[src/hw/rtl/atsr_fifo.sv]
module atsr_fifo #(
  parameter int WIDTH = 8,
  parameter int DEPTH = 4
) (
  input  logic             clk,
  input  logic             rst,
  input  logic             push,
  input  logic [WIDTH-1:0] wdata,
  output logic             full,
  input  logic             pop,
  output logic [WIDTH-1:0] rdata,
  output logic             empty
);

  localparam int ADDR_W = (DEPTH > 1) ? $clog2(DEPTH) : 1;
  localparam int CNT_W  = $clog2(DEPTH + 1);

  logic [WIDTH-1:0]  mem [DEPTH];
  logic [ADDR_W-1:0] wr_ptr;
  logic [ADDR_W-1:0] rd_ptr;
  logic [CNT_W-1:0]  count;
  logic              do_push;
  logic              do_pop;

  assign full    = (count == CNT_W'(DEPTH));
  assign empty   = (count == '0);
  assign do_push = push && !full;
  assign do_pop  = pop && !empty;
  assign rdata   = mem[rd_ptr];

  always_ff @(posedge clk) begin
    if (do_push) begin
      mem[wr_ptr] <= wdata;
    end
  end

  always_ff @(posedge clk) begin
    if (rst) begin
      wr_ptr <= '0;
      rd_ptr <= '0;
      count  <= '0;
    end else begin
      if (do_push) begin
        wr_ptr <= (wr_ptr == ADDR_W'(DEPTH - 1)) ? '0 : wr_ptr + 1'b1;
      end
      if (do_pop) begin
        rd_ptr <= (rd_ptr == ADDR_W'(DEPTH - 1)) ? '0 : rd_ptr + 1'b1;
      end
      if (do_push && !do_pop) begin
        count <= count + 1'b1;
      end else if (do_pop && !do_push) begin
        count <= count - 1'b1;
      end
    end
  end

endmodule

[config.mk]
export PLATFORM = sky130hd
export DESIGN_NAME = atsr_fifo
export DESIGN_NICKNAME = d
export VERILOG_FILES = /design/src/hw/rtl/atsr_fifo.sv
export SDC_FILE = /design/constraint.sdc
export NUM_CORES = 1
export LEC_CHECK = 0
export ABC_AREA = 0
export BUFFER_PORTS_ARGS = -buffer_cell sky130_fd_sc_hd__buf_4
export CAP_MARGIN = 10
export CORE_MARGIN = 2
export CORE_UTILIZATION = 50
export DETAILED_ROUTE_END_ITERATION = 10
export PLACE_DENSITY = 0.74
export REMOVE_ABC_BUFFERS = 1
export SLEW_MARGIN = 15
export SYNTH_ARGS = -nofsm -noshare
export SYNTH_HDL_FRONTEND = slang
export SYNTH_SLANG_ARGS = --single-unit
[constraint.sdc]
create_clock -name clk -period 2.2 [get_ports clk]
set_clock_uncertainty 0.05 [all_clocks]
set_input_delay 0 -clock clk [delete_from_list [all_inputs] [get_ports clk]]
set_output_delay 0 -clock clk [all_outputs]
set_load 0.01 [all_outputs]
# Word level (Yosys, flattened, before mapping)
# Memory sizes are Yosys's and may differ from the RTL's. A register that Yosys moved wholly into a read port is not among the register bits.
# Cells that the tools add are included.
# totals
wordCells	29
memories	1
register_bits	7
mem_bits_rw	32
# classes
eq_ne	3
reduce_logical	10
n_addsub	4
n_mux	8
# memory_table
memory	words	width	read_ports	rd_clocked_by_memory_dff	write_ports	line	source
mem	4	8	1	1	1	18	logic [WIDTH-1:0] mem [DEPTH];
# op_table
op	count
2-bit two-way mux	4
3-bit two-way mux	2
2-bit by 1-bit adder with 2-bit output, second input constant	2
2-bit equality test, second input constant	2
1-bit logical AND	4
1-bit zero test	4
3-bit by 1-bit adder with 3-bit output, second input constant	1
3-bit equality test, second input constant	1
3-bit zero test	1
3-bit by 1-bit subtractor with 3-bit output, second input constant	1
1-bit two-way mux	2
2-bit nonzero test	1

# Logic depth before layout (Yosys ltp)
# logic_depth
word_depth	7
mapped_depth	10
mapped_depth_nobuf	9

# Worst setup path before layout
# Ideal clock, no wire load.
# synth_path
kind	reg-to-reg
from	register count[0]
to	register count[2]
n_path_buf	1
path_slack_ns	-0.024
path_stages_with_launch	11
arrival_time_ns	2.103
period_less_slack_ns	2.224
t_required_ns	2.080
path_cell_list	dfxtp_1 > or3b_1 > buf_6 > clkinv_4 > nor2_2 > ha_1 > inv_1 > fa_1 > xor2_1 > or3_2 > a21oi_1
# synth_between
elab_chain_len	6
word_cells_on_any_way	15
# synth_lines
item	line	source
start, declared	21	logic [CNT_W-1:0] count;
start signal, assigned	50	count <= count + 1'b1;
start signal, assigned	52	count <= count - 1'b1;
3-bit equality test *	25	assign full = (count == CNT_W'(DEPTH));
net full	9	output logic full,
1-bit zero test *	27	assign do_push = push && !full;
1-bit logical AND *	27	
net do_push	22	logic do_push;
1-bit zero test	51	end else if (do_pop && !do_push) begin
1-bit logical AND	51	
2-bit nonzero test (no source line)	n/a	
# The timed path passes the listed nets; every way through them passes the cells marked *. The select of a mux whose other input is x is not followed.
# A chain may end at the register's enable or synchronous reset.

# Worst setup path in the final report
# layout_path
from	register count[2]
to	register count[2]
# layout_between
elab_chain_len	6
word_cells_on_any_way	15
# layout_lines
item	line
3-bit equality test *	25
1-bit zero test *	27
1-bit logical AND *	27
net do_push	22
1-bit zero test	51
1-bit logical AND	51
2-bit nonzero test (no source line)	n/a
# Marked as above.

==> flow_summary.json <==
{
  "dp_hpwl_um": 1880,
  "drc": 0,
  "drt_iter0_markers": 32,
  "drive_gt1_share_pct": 44.4,
  "finalSetupViolCount": 0,
  "max_freq_ghz": 0.472,
  "outcome": "completed",
  "netlist_instances": 92,
  "cts-buffers-inserted": 5,
  "cp_max_fo": 3,
  "synth_seq_cells": 41,
  "cts_root_buf": "clkbuf_4",
  "path_clk_slew_ns": 0.13,
  "post_synth.cell_area_avg_um2": 17.9,
  "dieArea_um2": 3770,
  "wl_per_cell_um": 15.5,
  "routabilityCongestion": 0.736,
  "cp_slowest_cell": "or3_2",
  "fin_area_um2": 2070,
  "via_per_inst": 5.10,
  "rows": 20,
  "grt_pass1_wl_um": 4160,
  "cpPeakStageDelay_ns": 0.42,
  "via_count": 902,
  "power.density_nw_per_um2": 993,
  "core_um2": 3100,
  "ys_seq_area_share_pct": 69.4,
  "ys_types": 26,
  "dpl_cell_area_um2": 1870,
  "ys_warn_count": 0,
  "grtUsageMet2_pct": 26.1,
  "hold_viol": 0,
  "grt.busiest_layer": "met2",
  "fp.dieH_um": 61.4,
  "required_ns": 2.44,
  "end_kind": "flop",
  "grt_start_max_net_pins": 14,
  "grtUsageTotal_pct": 16.7,
  "worstHoldPathType": "in -> reg",
  "rsz0062_at_grt": "false",
  "area_delta_synth_final_pct": 26.0,
  "yosysTopAreaCellShare_pct": 58.4,
  "final_cells": 177,
  "path_class": "reg -> reg",
  "synth-edff-count": 32,
  "yosys.area.top_type": "edfxtp_1",
  "cts.sinks": 41,
  "ant_nets": 0,
  "relSlewSlack_pct": 63.8,
  "tns_ns": 0,
  "netlist_top_cells_area": "edfxtp_1 58%, dfxtp_1 11%, mux4_2 11%",
  "dp.cells": 158,
  "portBuffers": 21,
  "initial_core_util_pct": 53.0,
  "period_minus_slack_ns": 2.12,
  "cp.arrival_ns": 2.36,
  "antenna_found_initial": 0,
  "die_w_um": 61.4,
  "crit_chain": "or3b_4, clkinv_4, nor2_4, ha_4, inv_1, fa_2, xor2_1, or3_2, a21oi_2",
  "routed_wl_um": 2750,
  "grt_pass1_vias": 901,
  "syn_area_um2": 1650,
  "clk_latency_ns": 0.35,
  "finalCritPeriodShare_pct": 96.4,
  "use_met3_pct": 6.93,
  "irDropWorstVdd_v": 0.000522,
  "utilization_pct": 66.8,
  "grt_use_met1_pct": 20.9,
  "total_leakage_power_uw": 0.000770,
  "dr.pass1.iters": 4,
  "worst_slew_pin_slew_ns": 0.543,
  "diodes": 0,
  "cts_tree": "yes",
  "htree_levels": 2,
  "critical_path_buf_inv_count": 2,
  "critPathTopFamily": "simple AND/OR/NAND/NOR gates",
  "ys.flop_type": "edfxtp_1",
  "final_nets": 151,
  "start_kind": "flop",
  "grt.overflow.total": 0,
  "clockBufferDepth": 2,
  "async_flop_share_pct": 0,
  "slew_viol_final": 0,
  "maxCapViolCount": 0,
  "boundaryPins": 22
}
area by class of cell:
cell class / instances / area (um^2)
Multi-Input combinational cell: 42 / 492
Clock buffer: 5 / 37.5
Clock inverter: 3 / 17.5
Fill cell: 230 / 1030
Inverter: 5 / 23.8
Timing Repair Buffer: 37 / 303
Sequential cell: 41 / 1140
Tap cell: 44 / 55.1
worst paths after layout:
check | start | endpoint | slack [ns] | cells past startpoint
worst max-delay path | count[2]$_SDFFE_PP0P_ | count[2]$_SDFFE_PP0P_ | 0.08 | 9
worst min-delay path | pop | rd_ptr[0]$_SDFFE_PP0P_ | 0.07 | 5
worst max register to register | count[2]$_SDFFE_PP0P_ | count[2]$_SDFFE_PP0P_ | 0.08 | 9
worst min register to register | rd_ptr[0]$_SDFFE_PP0P_ | rd_ptr[0]$_SDFFE_PP0P_ | 0.47 | 2
through the flow:
| step | hold WS (ns) | setup slack (ns) | power [uW] |
|---|---|---|---|
| after floorplan | 0.0191 | -0.0664 | 1380 |
| after global placement | 0.150 | 0.0697 | 1610 |
| after detailed placement | 0.154 | -0.0227 | 1640 |
| after CTS | 0.0464 | 0.000824 | 2020 |
| after global routing | 0.0770 | 0.0306 | 2170 |
| final | 0.0715 | 0.0803 | 2060 |
flip-flops by register name (all words and copies together), names as in the netlist, named ones only:
register / count
count: 3
mem: 32
rd_ptr: 2
wr_ptr: 2
worst min-delay path, stage by stage:
cell and delay (ns):
buf_4 0.09, o31ai_4 0.07, buf_4 0.14, nand2_1 0.06, a21oi_1 0.07
cells in the final DEF (no fill, tap or decap), types with 3 or more instances in the layout:
master,instances
buf_4,27
ha_1,5
nor2_1,3
edfxtp_1,32
dfxtp_1,6
mux4_2,8
clkbuf_4,5
inv_1,4
dfxtp_2,3
dlygate4sd3_1,10
and3_2,4
routing by layer:
metal / part of all wire [%] / vias to the layer above
li1: - / 434
met1: 43 / 442
met4: 1.7 / 0
met3: 5.9 / 6
met2: 50 / 20
met5: 0 / -
cells in the mapped netlist (2+ instances only):
cell       n
mux2i_1    2
nand3_1    2
nor2_1     3
ha_1       6
a21oi_1    3
xor2_1     2
mux4_2     8
nor3_1     2
edfxtp_1  32
dfxtp_1    9
o31ai_2    2
inv_1      4
and3_2     4
power breakdown:
group          total, uW  leakage, uW  switching (uW)  internal, uW
Combinational        664     0.000371             290           374
Sequential          1040     0.000368            87.4           948
Clock                359    0.0000310             238           121
Total               2060     0.000770             616          1440
what timing repair did:
action,4_1_cts,5_1_grt
setup buffers,1,0
resized for setup,3,7
pin swaps,0,2
hold buffers,10,0
endpoints found under the setup margin,1,1
hold endpoints to repair,41,0
logic make-up (layout without fill, tap and decap cells):
kind of cell / Yosys count / after routing / synth area share [%]
adder cells (fa/ha/maj): 7 / 7 / 5.78
AO/OA/AOI/OAI: 7 / 7 / 3.04
buffers and inverters: 9 / 50 / 2.89
flip-flops: 41 / 41 / 69.4
multiplexers: 10 / 10 / 12.2
AND/OR/NAND/NOR: 16 / 16 / 5.70
XOR/XNOR: 2 / 2 / 1.06
Note: power is estimated with default switching activity, not from simulation.
