[src/hw/rtl/atsr_pkg.sv]
package atsr_pkg;

  localparam int ANGLE_W    = 18;
  localparam int SCALE_W    = 16;
  localparam int OUT_W      = 18;
  localparam int WIDE_W     = 36;  // angle in Q.30, before wrapping
  localparam int RED_W      = 33;  // wrapped angle in [-pi, pi)
  localparam int Z_W        = 32;  // folded angle and residual angle
  localparam int XY_W       = 32;  // cordic vector components, Q.30
  localparam int PROD_W     = 48;  // scale times component
  localparam int FRAC_SHIFT = 30;
  localparam int WRAP_N     = 10;
  localparam int WRAP_IDX_W = 4;
  localparam int ATAN_N     = 32;

  localparam logic [SCALE_W-1:0] SCALE_RESET = 16'd4096;

  localparam logic signed [RED_W-1:0] PI_Q30      = 33'sd3373259426;
  localparam logic signed [RED_W-1:0] HALF_PI_Q30 = 33'sd1686629713;
  localparam logic signed [XY_W-1:0]  CORDIC_GAIN_Q30 = 32'sd652032874;

  // odd multiples of pi: an angle at or above entry m lies past the m-th wrap boundary
  localparam logic signed [WIDE_W-1:0] WRAP_THRESH [WRAP_N] = '{
    -36'sd30359334834, -36'sd23612815982, -36'sd16866297130, -36'sd10119778278,
    -36'sd3373259426,   36'sd3373259426,   36'sd10119778278,  36'sd16866297130,
     36'sd23612815982,  36'sd30359334834
  };

  // whole turns to remove, picked by the number of boundaries passed
  localparam logic signed [WIDE_W-1:0] WRAP_OFFSET [WRAP_N+1] = '{
    -36'sd33732594260, -36'sd26986075408, -36'sd20239556556, -36'sd13493037704,
    -36'sd6746518852,   36'sd0,            36'sd6746518852,   36'sd13493037704,
     36'sd20239556556,  36'sd26986075408,  36'sd33732594260
  };

  localparam logic signed [Z_W-1:0] ATAN_Q30 [ATAN_N] = '{
    32'sh3243F6A8, 32'sh1DAC6705, 32'sh0FADBAFC, 32'sh07F56EA6,
    32'sh03FEAB76, 32'sh01FFD55B, 32'sh00FFFAAA, 32'sh007FFF55,
    32'sh003FFFEA, 32'sh001FFFFD, 32'sh000FFFFF, 32'sh0007FFFF,
    32'sh0003FFFF, 32'sh0001FFFF, 32'sh0000FFFF, 32'sh00007FFF,
    32'sh00003FFF, 32'sh00001FFF, 32'sh00000FFF, 32'sh000007FF,
    32'sh000003FF, 32'sh000001FF, 32'sh000000FF, 32'sh0000007F,
    32'sh0000003F, 32'sh0000001F, 32'sh0000000F, 32'sh00000008,
    32'sh00000004, 32'sh00000002, 32'sh00000001, 32'sh00000000
  };

  localparam logic signed [PROD_W:0] ROUND_HALF     = 49'sd536870912;
  localparam logic signed [PROD_W:0] ROUND_HALF_INV = 49'sd536870913;
  localparam logic signed [OUT_W-1:0] OUT_MAX = 18'sd131071;
  localparam logic signed [OUT_W-1:0] OUT_MIN = -18'sd131072;

  typedef struct packed {
    logic                  neg;
    logic signed [Z_W-1:0] z;
  } rot_req_t;

  typedef struct packed {
    logic signed [OUT_W-1:0] cos_s;
    logic signed [OUT_W-1:0] nsin_s;
    logic signed [OUT_W-1:0] sin_s;
  } matrix_t;

  // round half up from Q.42 to Q.12 and saturate; flip negates first (~p + 1)
  function automatic logic signed [OUT_W-1:0] round_sat(
    input logic signed [PROD_W-1:0] p,
    input logic                     flip
  );
    logic signed [PROD_W:0]            opnd;
    logic signed [PROD_W:0]            sum;
    logic signed [PROD_W-FRAC_SHIFT:0] q;
    logic signed [OUT_W-1:0]           res;
    opnd = flip ? ~{p[PROD_W-1], p} : {p[PROD_W-1], p};
    sum  = opnd + (flip ? ROUND_HALF_INV : ROUND_HALF);
    q    = sum[PROD_W:FRAC_SHIFT];
    if (q > OUT_MAX) begin
      res = OUT_MAX;
    end else if (q < OUT_MIN) begin
      res = OUT_MIN;
    end else begin
      res = q[OUT_W-1:0];
    end
    return res;
  endfunction

endpackage

[src/hw/rtl/atsr_front.sv]
module atsr_front (
  input  logic                                clk,
  input  logic                                rst,
  input  logic                                push,
  output logic                                full,
  input  logic signed [atsr_pkg::ANGLE_W-1:0] angle,
  input  logic                                mid_full,
  output logic                                mid_push,
  output atsr_pkg::rot_req_t                  mid_data
);

  localparam int WIDE_W = atsr_pkg::WIDE_W;
  localparam int RED_W  = atsr_pkg::RED_W;
  localparam int Z_W    = atsr_pkg::Z_W;

  logic                            en;
  logic signed [WIDE_W-1:0]        r_in;
  logic [atsr_pkg::WRAP_N-1:0]     ge_in;

  logic                            va;
  logic signed [WIDE_W-1:0]        r_a;
  logic [atsr_pkg::WRAP_N-1:0]     ge_a;

  logic [atsr_pkg::WRAP_IDX_W-1:0] turn_idx;
  logic signed [WIDE_W-1:0]        diff;
  logic                            vb;
  logic signed [RED_W-1:0]         r_b;

  logic signed [RED_W-1:0]         fold_up;
  logic signed [RED_W-1:0]         fold_dn;
  logic                            vc;
  logic                            neg_c;
  logic signed [Z_W-1:0]           z_c;

  assign en   = !mid_full;
  assign full = mid_full;
  assign r_in = {angle, {(WIDE_W - atsr_pkg::ANGLE_W){1'b0}}};

  // boundary compares are independent, so they all run in parallel
  for (genvar m = 0; m < atsr_pkg::WRAP_N; m++) begin : g_wrap
    assign ge_in[m] = (r_in >= atsr_pkg::WRAP_THRESH[m]);
  end

  // thermometer code: its weight is the number of turns to take off, offset by five
  assign turn_idx = atsr_pkg::WRAP_IDX_W'($countones(ge_a));
  assign diff     = r_a - atsr_pkg::WRAP_OFFSET[turn_idx];
  assign fold_up  = r_b - atsr_pkg::PI_Q30;
  assign fold_dn  = r_b + atsr_pkg::PI_Q30;

  always_ff @(posedge clk) begin
    if (rst) begin
      va <= 1'b0;
      vb <= 1'b0;
      vc <= 1'b0;
    end else if (en) begin
      va <= push;
      vb <= va;
      vc <= vb;
    end
  end

  always_ff @(posedge clk) begin
    if (en) begin
      r_a  <= r_in;
      ge_a <= ge_in;
      r_b  <= diff[RED_W-1:0];
      if (r_b > atsr_pkg::HALF_PI_Q30) begin
        z_c   <= fold_up[Z_W-1:0];
        neg_c <= 1'b1;
      end else if (r_b < -atsr_pkg::HALF_PI_Q30) begin
        z_c   <= fold_dn[Z_W-1:0];
        neg_c <= 1'b1;
      end else begin
        z_c   <= r_b[Z_W-1:0];
        neg_c <= 1'b0;
      end
    end
  end

  assign mid_push   = en && vc;
  assign mid_data.z = z_c;
  assign mid_data.neg = neg_c;

endmodule

[config.mk]
export PLATFORM = sky130hd
export DESIGN_NAME = atsr_front
export DESIGN_NICKNAME = d
export VERILOG_FILES = /design/src/hw/rtl/atsr_pkg.sv /design/src/hw/rtl/atsr_front.sv
export SDC_FILE = /design/constraint.sdc
export NUM_CORES = 1
export LEC_CHECK = 0
export BUFFER_PORTS_ARGS = -buffer_cell sky130_fd_sc_hd__buf_2
export CORE_MARGIN = 2
export CORE_UTILIZATION = 50
export DETAILED_ROUTE_END_ITERATION = 10
export GPL_TIMING_DRIVEN = 0
export MAX_ROUTING_LAYER = met4
export PLACE_DENSITY = 0.73
export SYNTH_ARGS = -nofsm -noshare
export SYNTH_HDL_FRONTEND = slang
export SYNTH_SLANG_ARGS = --single-unit
[constraint.sdc]
create_clock -name clk -period 7.5 [get_ports clk]
set_clock_uncertainty 0.15 [all_clocks]
set_input_delay 0.375 -clock clk [delete_from_list [all_inputs] [get_ports clk]]
set_output_delay 0.375 -clock clk [all_outputs]
set_load 0.05 [all_outputs]
# Yosys cells after proc, flatten, opt, wreduce, memory -nomap -nowiden
# Memories as Yosys holds them, arrays and structs flattened.
# Cells that the tools add are included.
# totals
n_memories,1
elab_cells,42
romBits,576
in_bits,22
out_inout_bits,35
regBits,94
# memory_table
memory,words,width,rd,rd_ports_with_merged_regs,write_ports,line_no,text
(no name shown),16,36,1,0,0,atsr_front.sv:46,assign diff = r_a - atsr_pkg::WRAP_OFFSET[turn_idx];
# op_classes
add_sub_neg,12
reduce_logical,2
magnitude_cmp,13
bitwise_logic,1
mux,5
# op_table
cell,n
greater-or-equal comparator 36 x 35 -> 1 bit (second input constant),4
greater-or-equal comparator 36 bit (second input constant),4
greater-or-equal comparator 36 x 33 -> 1 bit (second input constant),2
two-way mux 33 bit,2
two-way mux 32 bit,2
> comparator 33 x 32 -> 1 bit (second input constant),1
< comparator 33 x 32 -> 1 bit (second input constant),1
subtractor 33 bit,1
adder 32 x 31 -> 32 bit (second input constant),1
subtractor 32 x 31 -> 32 bit (second input constant),1
adder 1 x 1 -> 2 bit,5
adder 2 x 2 -> 3 bit,2
greater-or-equal comparator 5 bit (second input constant),1
inverter 4 -> 5 bit,1
adder 3 x 3 -> 4 bit,1
adder 4 x 2 -> 4 bit,1
logical AND 1 bit,1
zero test 1 bit,1
two-way mux 1 bit,1

# Logic depth before layout (Yosys ltp)
# Gate-level depths: netlist (run 1).
# logic_depth
depth_word,9
mapped_depth,25
depth_no_buf,23

# Worst setup path before layout (run 1)
# Ideal clock, no wire load.
# synth_path
path_type,flip-flop to flip-flop
start,register ge_a[0] in the netlist's numbering
end,register r_b[32] (data pin)
synth_period_minus_slack_ns,6.198
t_required_ns,7.090
setup_ns,0.260
slack_ns,1.302
n_path_buf,2
path_stages_with_launch,25
t_arrival_ns,5.788
cell_sequence,edfxtp_1 > fa_1 > inv_1 > fa_1 > fa_1 > inv_1 > ha_1 > buf_6 > inv_1 > fa_1 > buf_2 > inv_1 > ha_1 > a21o_1 > inv_1 > ha_1 > or3_1 > a2111oi_0 > a31oi_1 > or3_1 > o211ai_1 > a21o_1 > a21o_1 > maj3_2 > xnor2_1
# synth_between
elab_chain_len,9
# synth_rtl
item,line_no,text
start: declaration,atsr_front.sv:22,logic [atsr_pkg::WRAP_N-1:0] ge_a;
start signal: assignment,atsr_front.sv:65,ge_a <= ge_in;
adder 1 x 1 -> 2 bit (implied by the code),atsr_front.sv:45,assign turn_idx = atsr_pkg::WRAP_IDX_W'($countones(ge_a));
adder 2 x 2 -> 3 bit (implied by the code),atsr_front.sv:45,
adder 3 x 3 -> 4 bit (implied by the code),atsr_front.sv:45,
adder 4 x 2 -> 4 bit (implied by the code),atsr_front.sv:45,
inverter 4 -> 5 bit (implied by the code),atsr_front.sv:46,
memory read (16 x 36 bit),n/a,
two-way mux 33 bit (implied by the code) (2 in series),atsr_front.sv:46,
subtractor 33 bit,atsr_front.sv:46,
named net diff[32],atsr_front.sv:25,logic signed [WIDE_W-1:0] diff;
end signal: assignment,atsr_front.sv:66,r_b <= diff[RED_W-1:0];
end: declaration,atsr_front.sv:27,logic signed [RED_W-1:0] r_b;
# The timed path passes the listed nets, and every way through them passes these cells. The select of a mux whose other input is x is not followed.
# A chain may end at the register's enable or synchronous reset.

# Worst setup path in the final report (run 1)
# Ends and elaborated chain as after synthesis.

==> results of run 1 <==
kinds of logic after synthesis:
kind of cell	count (synthesis)	synth area share
and+or+nand+nor	215	0.169
DFF	90	0.412
muxes	7	0.0110
adders and majority gates	27	0.0587
AOI/OAI and AO/OA	198	0.221
other	1	0.000579
buffers and inverters	81	0.0539
xor gates and xnor gates	54	0.0730
routing by layer:
metal,part of all wire,up-vias,GRT usage
met1,0.42,2518,0.270
li1,-,2627,-
met5,0,-,-
met3,0.058,58,0.0499
met2,0.48,240,0.366
met4,0.041,0,0.100
sequential cells by signal (all words and copies together), names as in the netlist:
register  count
va            1
r_a          15
vb            1
ge_a         10
r_b          31
z_c          31
vc            1
layout by cell type (no fill, tap or decap), types with 4 or more instances in the layout:
| master | n |
|---|---|
| a2111oi_0 | 4 |
| a211o_1 | 6 |
| a211oi_1 | 5 |
| a21boi_0 | 6 |
| a21o_1 | 11 |
| a21oi_1 | 36 |
| a22oi_1 | 4 |
| a311oi_1 | 4 |
| a31oi_1 | 16 |
| a32o_1 | 4 |
| and3_1 | 5 |
| buf_2 | 58 |
| buf_4 | 5 |
| clkbuf_1 | 27 |
| clkbuf_16 | 9 |
| edfxtp_1 | 87 |
| fa_1 | 6 |
| ha_1 | 19 |
| inv_1 | 39 |
| mux2i_1 | 6 |
| nand2_1 | 60 |
| nand2b_1 | 6 |
| nand3_1 | 15 |
| nand4_1 | 4 |
| nor2_1 | 59 |
| nor2b_1 | 6 |
| nor3_1 | 13 |
| nor3b_1 | 6 |
| nor4_1 | 5 |
| o211ai_1 | 9 |
| o21a_1 | 4 |
| o21ai_0 | 26 |
| o21ai_1 | 5 |
| o21bai_1 | 7 |
| o22ai_1 | 5 |
| o31ai_1 | 5 |
| or3_1 | 10 |
| xnor2_1 | 38 |
| xor2_1 | 16 |
stage by stage:
stage | hold slack (ns) | setup WS, ns | std cells | util
finish | 0.0527 | 0.569 | 915 | 0.575
global route | 0.0574 | 0.183 | 915 | 0.575
CTS | 0.0482 | 0.626 | 915 | 0.575
detailed placement | 0.356 | 0.660 | 899 | 0.554
global placement | 0.320 | 0.677 | 898 | 0.552
floorplan | 0.297 | 1.30 | 673 | -
worst max-delay path, stage by stage (launching register included):
cell,delay (ns)
edfxtp_1,0.40
fa_1,0.54
inv_1,0.05
fa_1,0.47
fa_1,0.49
inv_1,0.04
ha_1,0.18
buf_6,0.13
inv_1,0.06
fa_1,0.48
buf_2,0.25
inv_1,0.27
ha_1,0.29
inv_1,0.12
a221o_1,0.40
nor3_4,0.39
inv_1,0.29
ha_1,0.43
a31o_2,0.24
a22oi_1,0.15
o221ai_1,0.20
a21o_1,0.21
maj3_2,0.32
xnor2_1,0.12
layout make-up:
cell class                      count  area (µm²)  share of cell area
Inverter                           41         156              0.0215
Timing Repair Buffer               54         293              0.0403
Sequential cell                    90        2670               0.368
Buffer                             40         195              0.0269
Tap cell                          172         215              0.0296
Clock inverter                      7        45.0             0.00620
Clock buffer                        9         225              0.0310
Multi-Input combinational cell    502        3460               0.476
how the worst max path moves through the flow:
stage / to / startpoint
6_report: r_b[32]$_DFFE_PN_ / ge_a[0]$_DFFE_PN_
5_1_grt: r_b[32]$_DFFE_PN_ / ge_a[0]$_DFFE_PN_
4_1_cts: r_b[32]$_DFFE_PN_ / ge_a[0]$_DFFE_PN_
3_5_place_dp: r_b[32]$_DFFE_PN_ / ge_a[0]$_DFFE_PN_
3_3_place_gp: r_b[32]$_DFFE_PN_ / ge_a[0]$_DFFE_PN_
2_1_floorplan: r_b[32]$_DFFE_PN_ / ge_a[0]$_DFFE_PN_
==> flow_summary.json, run 1 <==
{
  "whs_path_depth": 2,
  "final_area_um2": 7260,
  "hpwl_um": 11100,
  "yosysWarnings": 0,
  "synth_edf_count": 87,
  "period_minus_slack_ns": 6.93,
  "end_kind": "register",
  "grt_max_degree": 63,
  "startpoint_type": "register",
  "track_usage": 0.226,
  "rsz0062_at_grt": "no",
  "cp.arrival_ns": 6.89,
  "clk_pin_slew_worst_paths_ns": 0.07,
  "core_area_um2": 12600,
  "cts-root-buf": "clkbuf_16",
  "overflow": 0,
  "finalWeightedCongestion": 0.968,
  "cts_setup_buffers": 0,
  "ys_ff_latch": 90,
  "synth_ff_type": "edfxtp_1",
  "maxCapViolCount": 0,
  "setup.worst_path.class": "register to register",
  "rr_endpoint": "r_b[32]$_DFFE_PN_",
  "yosys.area.top_type": "edfxtp_1",
  "status": "finished, final reports clean",
  "areaGrowthSynthToFinish_pct": 12.0,
  "vias_per_cell": 5.95,
  "cts.sinks": 90,
  "synth_area_leaders": "edfxtp_1, xnor2_1, ha_1",
  "drive_above_1_share": 0.139,
  "syn_avg_cell_area_um2": 9.63,
  "min_to": "vc$_SDFFE_PP0N_",
  "antenna_found_initial": 0,
  "initial_core_util": 0.513,
  "worstSkewPairLatency_ns": 0.36,
  "crit_path_max_fanout": 10,
  "route.detailed.drc": 0,
  "synth_nets": 720,
  "reg2reg_slack_ns": 0.57,
  "die_area_um2": 13900,
  "yosysSeqAreaShare": 0.412,
  "maxSlewHeadroom": 0.194,
  "clockBufferDepth": 2,
  "timing.final.crit_share": 0.924,
  "required_ns": 7.46,
  "holdCritStartpoint": "rst",
  "cts_max_level": 3,
  "holdBufCountCts": 0,
  "grt_pass1_vias": 5079,
  "vias": 5443,
  "num_rows": 41,
  "rr_worst_depth": 23,
  "finalSetupTns_ns": 0,
  "wl_um": 15000,
  "layout.nets": 785,
  "cts_tree": "done",
  "final_antenna_net_count": 0,
  "finalHoldViolCount": 0,
  "portBuffers": 53,
  "syn_area_um2": 6480,
  "synthTopCellsByCount": "edfxtp_1, nand2_1, nor2_1, inv_1, xnor2_1",
  "dpl_cell_area_um2": 6990,
  "die_w_um": 118,
  "n_antenna_cell": 0,
  "setup-violations-final": 0,
  "hp-class": "primary input to register",
  "synthCells": 673,
  "drtIter0Drc": 501,
  "drv_slew": 0,
  "fillCellCount": 1138,
  "r2r_start": "ge_a[0]$_DFFE_PN_",
  "grt_pass1_wl_um": 24600,
  "synth_async_sr_flop_share": 0,
  "ys_types": 87,
  "firstDrtPassIters": 7,
  "die_h_um": 118,
  "ios": 57,
  "synth.top_cell.area_share": 0.403,
  "max_freq_mhz": 144,
  "tightest_slew_ns": 1.20,
  "synth.most_common_cell": "edfxtp_1",
  "cts_resized": 0,
  "numCtsBuffers": 9,
  "detail_route.wl_per_cell_um": 16.4
}
Power of run 1 is not shown: default switching activity piles up to over one toggle a cycle in this logic, so the estimate is an artifact.
==> run 2: changes to the inputs <==
CORE_ASPECT_RATIO = 0.9   (was default)
==> flow_summary.json, run 2 (synthesized netlist as in run 1, its figures left out) <==
{
  "status": "finished, final reports clean",
  "drtIter0Drc": 470,
  "end_kind": "register",
  "hpwl_um": 11400,
  "detail_route.wl_per_cell_um": 16.6,
  "numCtsBuffers": 9,
  "maxSlewHeadroom": 0.173,
  "max_freq_mhz": 144,
  "cts_tree": "done",
  "dpl_cell_area_um2": 6980,
  "hp-class": "primary input to register",
  "track_usage": 0.232,
  "required_ns": 7.45,
  "cts_resized": 0,
  "die_area_um2": 13900,
  "initial_core_util": 0.511,
  "num_rows": 39,
  "overflow": 0,
  "finalWeightedCongestion": 0.877,
  "rsz0062_at_grt": "no",
  "grt_max_degree": 64,
  "holdBufCountCts": 0,
  "grt_pass1_vias": 5096,
  "core_area_um2": 12700,
  "cts_max_level": 3,
  "drive_above_1_share": 0.140,
  "route.detailed.drc": 0,
  "finalSetupTns_ns": 0,
  "wl_um": 15000,
  "finalHoldViolCount": 0,
  "path_common_cell": "inv_1",
  "final_antenna_net_count": 0,
  "vias_per_cell": 5.92,
  "critPathSlowestCell": "fa_1",
  "mostFrequentLayoutCells": "edfxtp_1, nand2_1, nor2_1, buf_2, inv_1",
  "cts_setup_buffers": 0,
  "die_h_um": 112,
  "startpoint_type": "register",
  "fillCellCount": 1146,
  "drv_slew": 0,
  "areaGrowthSynthToFinish_pct": 12.0,
  "crit_family": "adder cells",
  "maxCapViolCount": 0,
  "n_antenna_cell": 0,
  "clockBufferDepth": 2,
  "path_buf_inv": 8,
  "cp_slowest_stage_delay_ns": 0.54,
  "timing.final.crit_share": 0.927,
  "firstDrtPassIters": 5,
  "die_w_um": 124,
  "vias": 5370,
  "period_minus_slack_ns": 6.95,
  "place_ws_ns": 0.571,
  "portBuffers": 53,
  "final_area_um2": 7260,
  "worstSkewPairLatency_ns": 0.35,
  "cts.sinks": 90,
  "crit_chain": "fa_1 -> inv_1 -> fa_1 -> fa_1 -> inv_1 -> ha_1 -> buf_6 -> inv_1 -> fa_1 -> buf_2 -> inv_1 -> ha_1 -> inv_1 -> a221o_1 -> nor3_4 -> inv_1 -> ha_1 -> a31o_2 -> a22oi_1 -> o221ai_1 -> a21o_1 -> maj3_2 -> xnor2_1",
  "cp.arrival_ns": 6.90,
  "clk_pin_slew_worst_paths_ns": 0.07,
  "cts-root-buf": "clkbuf_16",
  "ios": 57,
  "setup_slack_ns": 0.549,
  "grt_pass1_wl_um": 24600,
  "layout.nets": 785,
  "setup-violations-final": 0,
  "tightest_slew_ns": 1.23,
  "setup.worst_path.class": "register to register",
  "crit_path_max_fanout": 10,
  "layout_commonest_cell": "edfxtp_1",
  "antenna_found_initial": 0,
  "reg.largest.list": "r_b (31), z_c (31), r_a (15)"
}
run 2: changes by cell type in the layout (fill, tap and decap cells not counted), sizes merged:
cell / delta
clkinvlp: -2
clkbuf: +1
inv: +1
run 2: per-stage QoR:
stage	hold WS, ns	cells	utilization
2_1_floorplan	0.297	673	-
3_3_place_gp	0.317	890	0.548
3_5_place_dp	0.339	891	0.550
4_1_cts	0.0465	907	0.572
5_1_grt	0.0598	907	0.572
6_report	0.0563	907	0.572
run 2: final timing paths:
kind | depth (start not counted) | slack (ns) | endpoint | from
max | 23 | 0.55 | r_b[32]$_DFFE_PN_ | ge_a[0]$_DFFE_PN_
min | 2 | 0.06 | vc$_SDFFE_PP0N_ | rst
max reg2reg | 23 | 0.55 | r_b[32]$_DFFE_PN_ | ge_a[0]$_DFFE_PN_
min reg2reg | 2 | 0.35 | va$_SDFFE_PP0N_ | va$_SDFFE_PP0N_
run 2: routing by layer:
layer | vias up | track usage | share of wire
met3 | 41 | 0.0425 | 0.050
met2 | 207 | 0.374 | 0.48
met5 | - | - | 0
li1 | 2639 | - | -
met4 | 0 | 0.0981 | 0.032
met1 | 2483 | 0.286 | 0.44
run 2: worst register-to-register path, cell delays in order, from the launching register on:
cell and delay, ns:
edfxtp_1 0.39, fa_1 0.54, inv_1 0.05, fa_1 0.47, fa_1 0.49, inv_1 0.04, ha_1 0.18, buf_6 0.13
inv_1 0.06, fa_1 0.48, buf_2 0.23, inv_1 0.27, ha_1 0.30, inv_1 0.11, a221o_1 0.39, nor3_4 0.40
inv_1 0.32, ha_1 0.44, a31o_2 0.25, a22oi_1 0.15, o221ai_1 0.21, a21o_1 0.22, maj3_2 0.31, xnor2_1 0.12
run 2: area by class of cell:
cell class | count | area [µm²] | share of cell area
Clock inverter | 6 | 51.3 | 0.00707
Tap cell | 164 | 205 | 0.0283
Inverter | 41 | 156 | 0.0215
Sequential cell | 90 | 2670 | 0.368
Buffer | 40 | 195 | 0.0269
Timing Repair Buffer | 54 | 293 | 0.0403
Clock buffer | 10 | 229 | 0.0315
Multi-Input combinational cell | 502 | 3460 | 0.476
Power of run 2 is left out for the same reason.
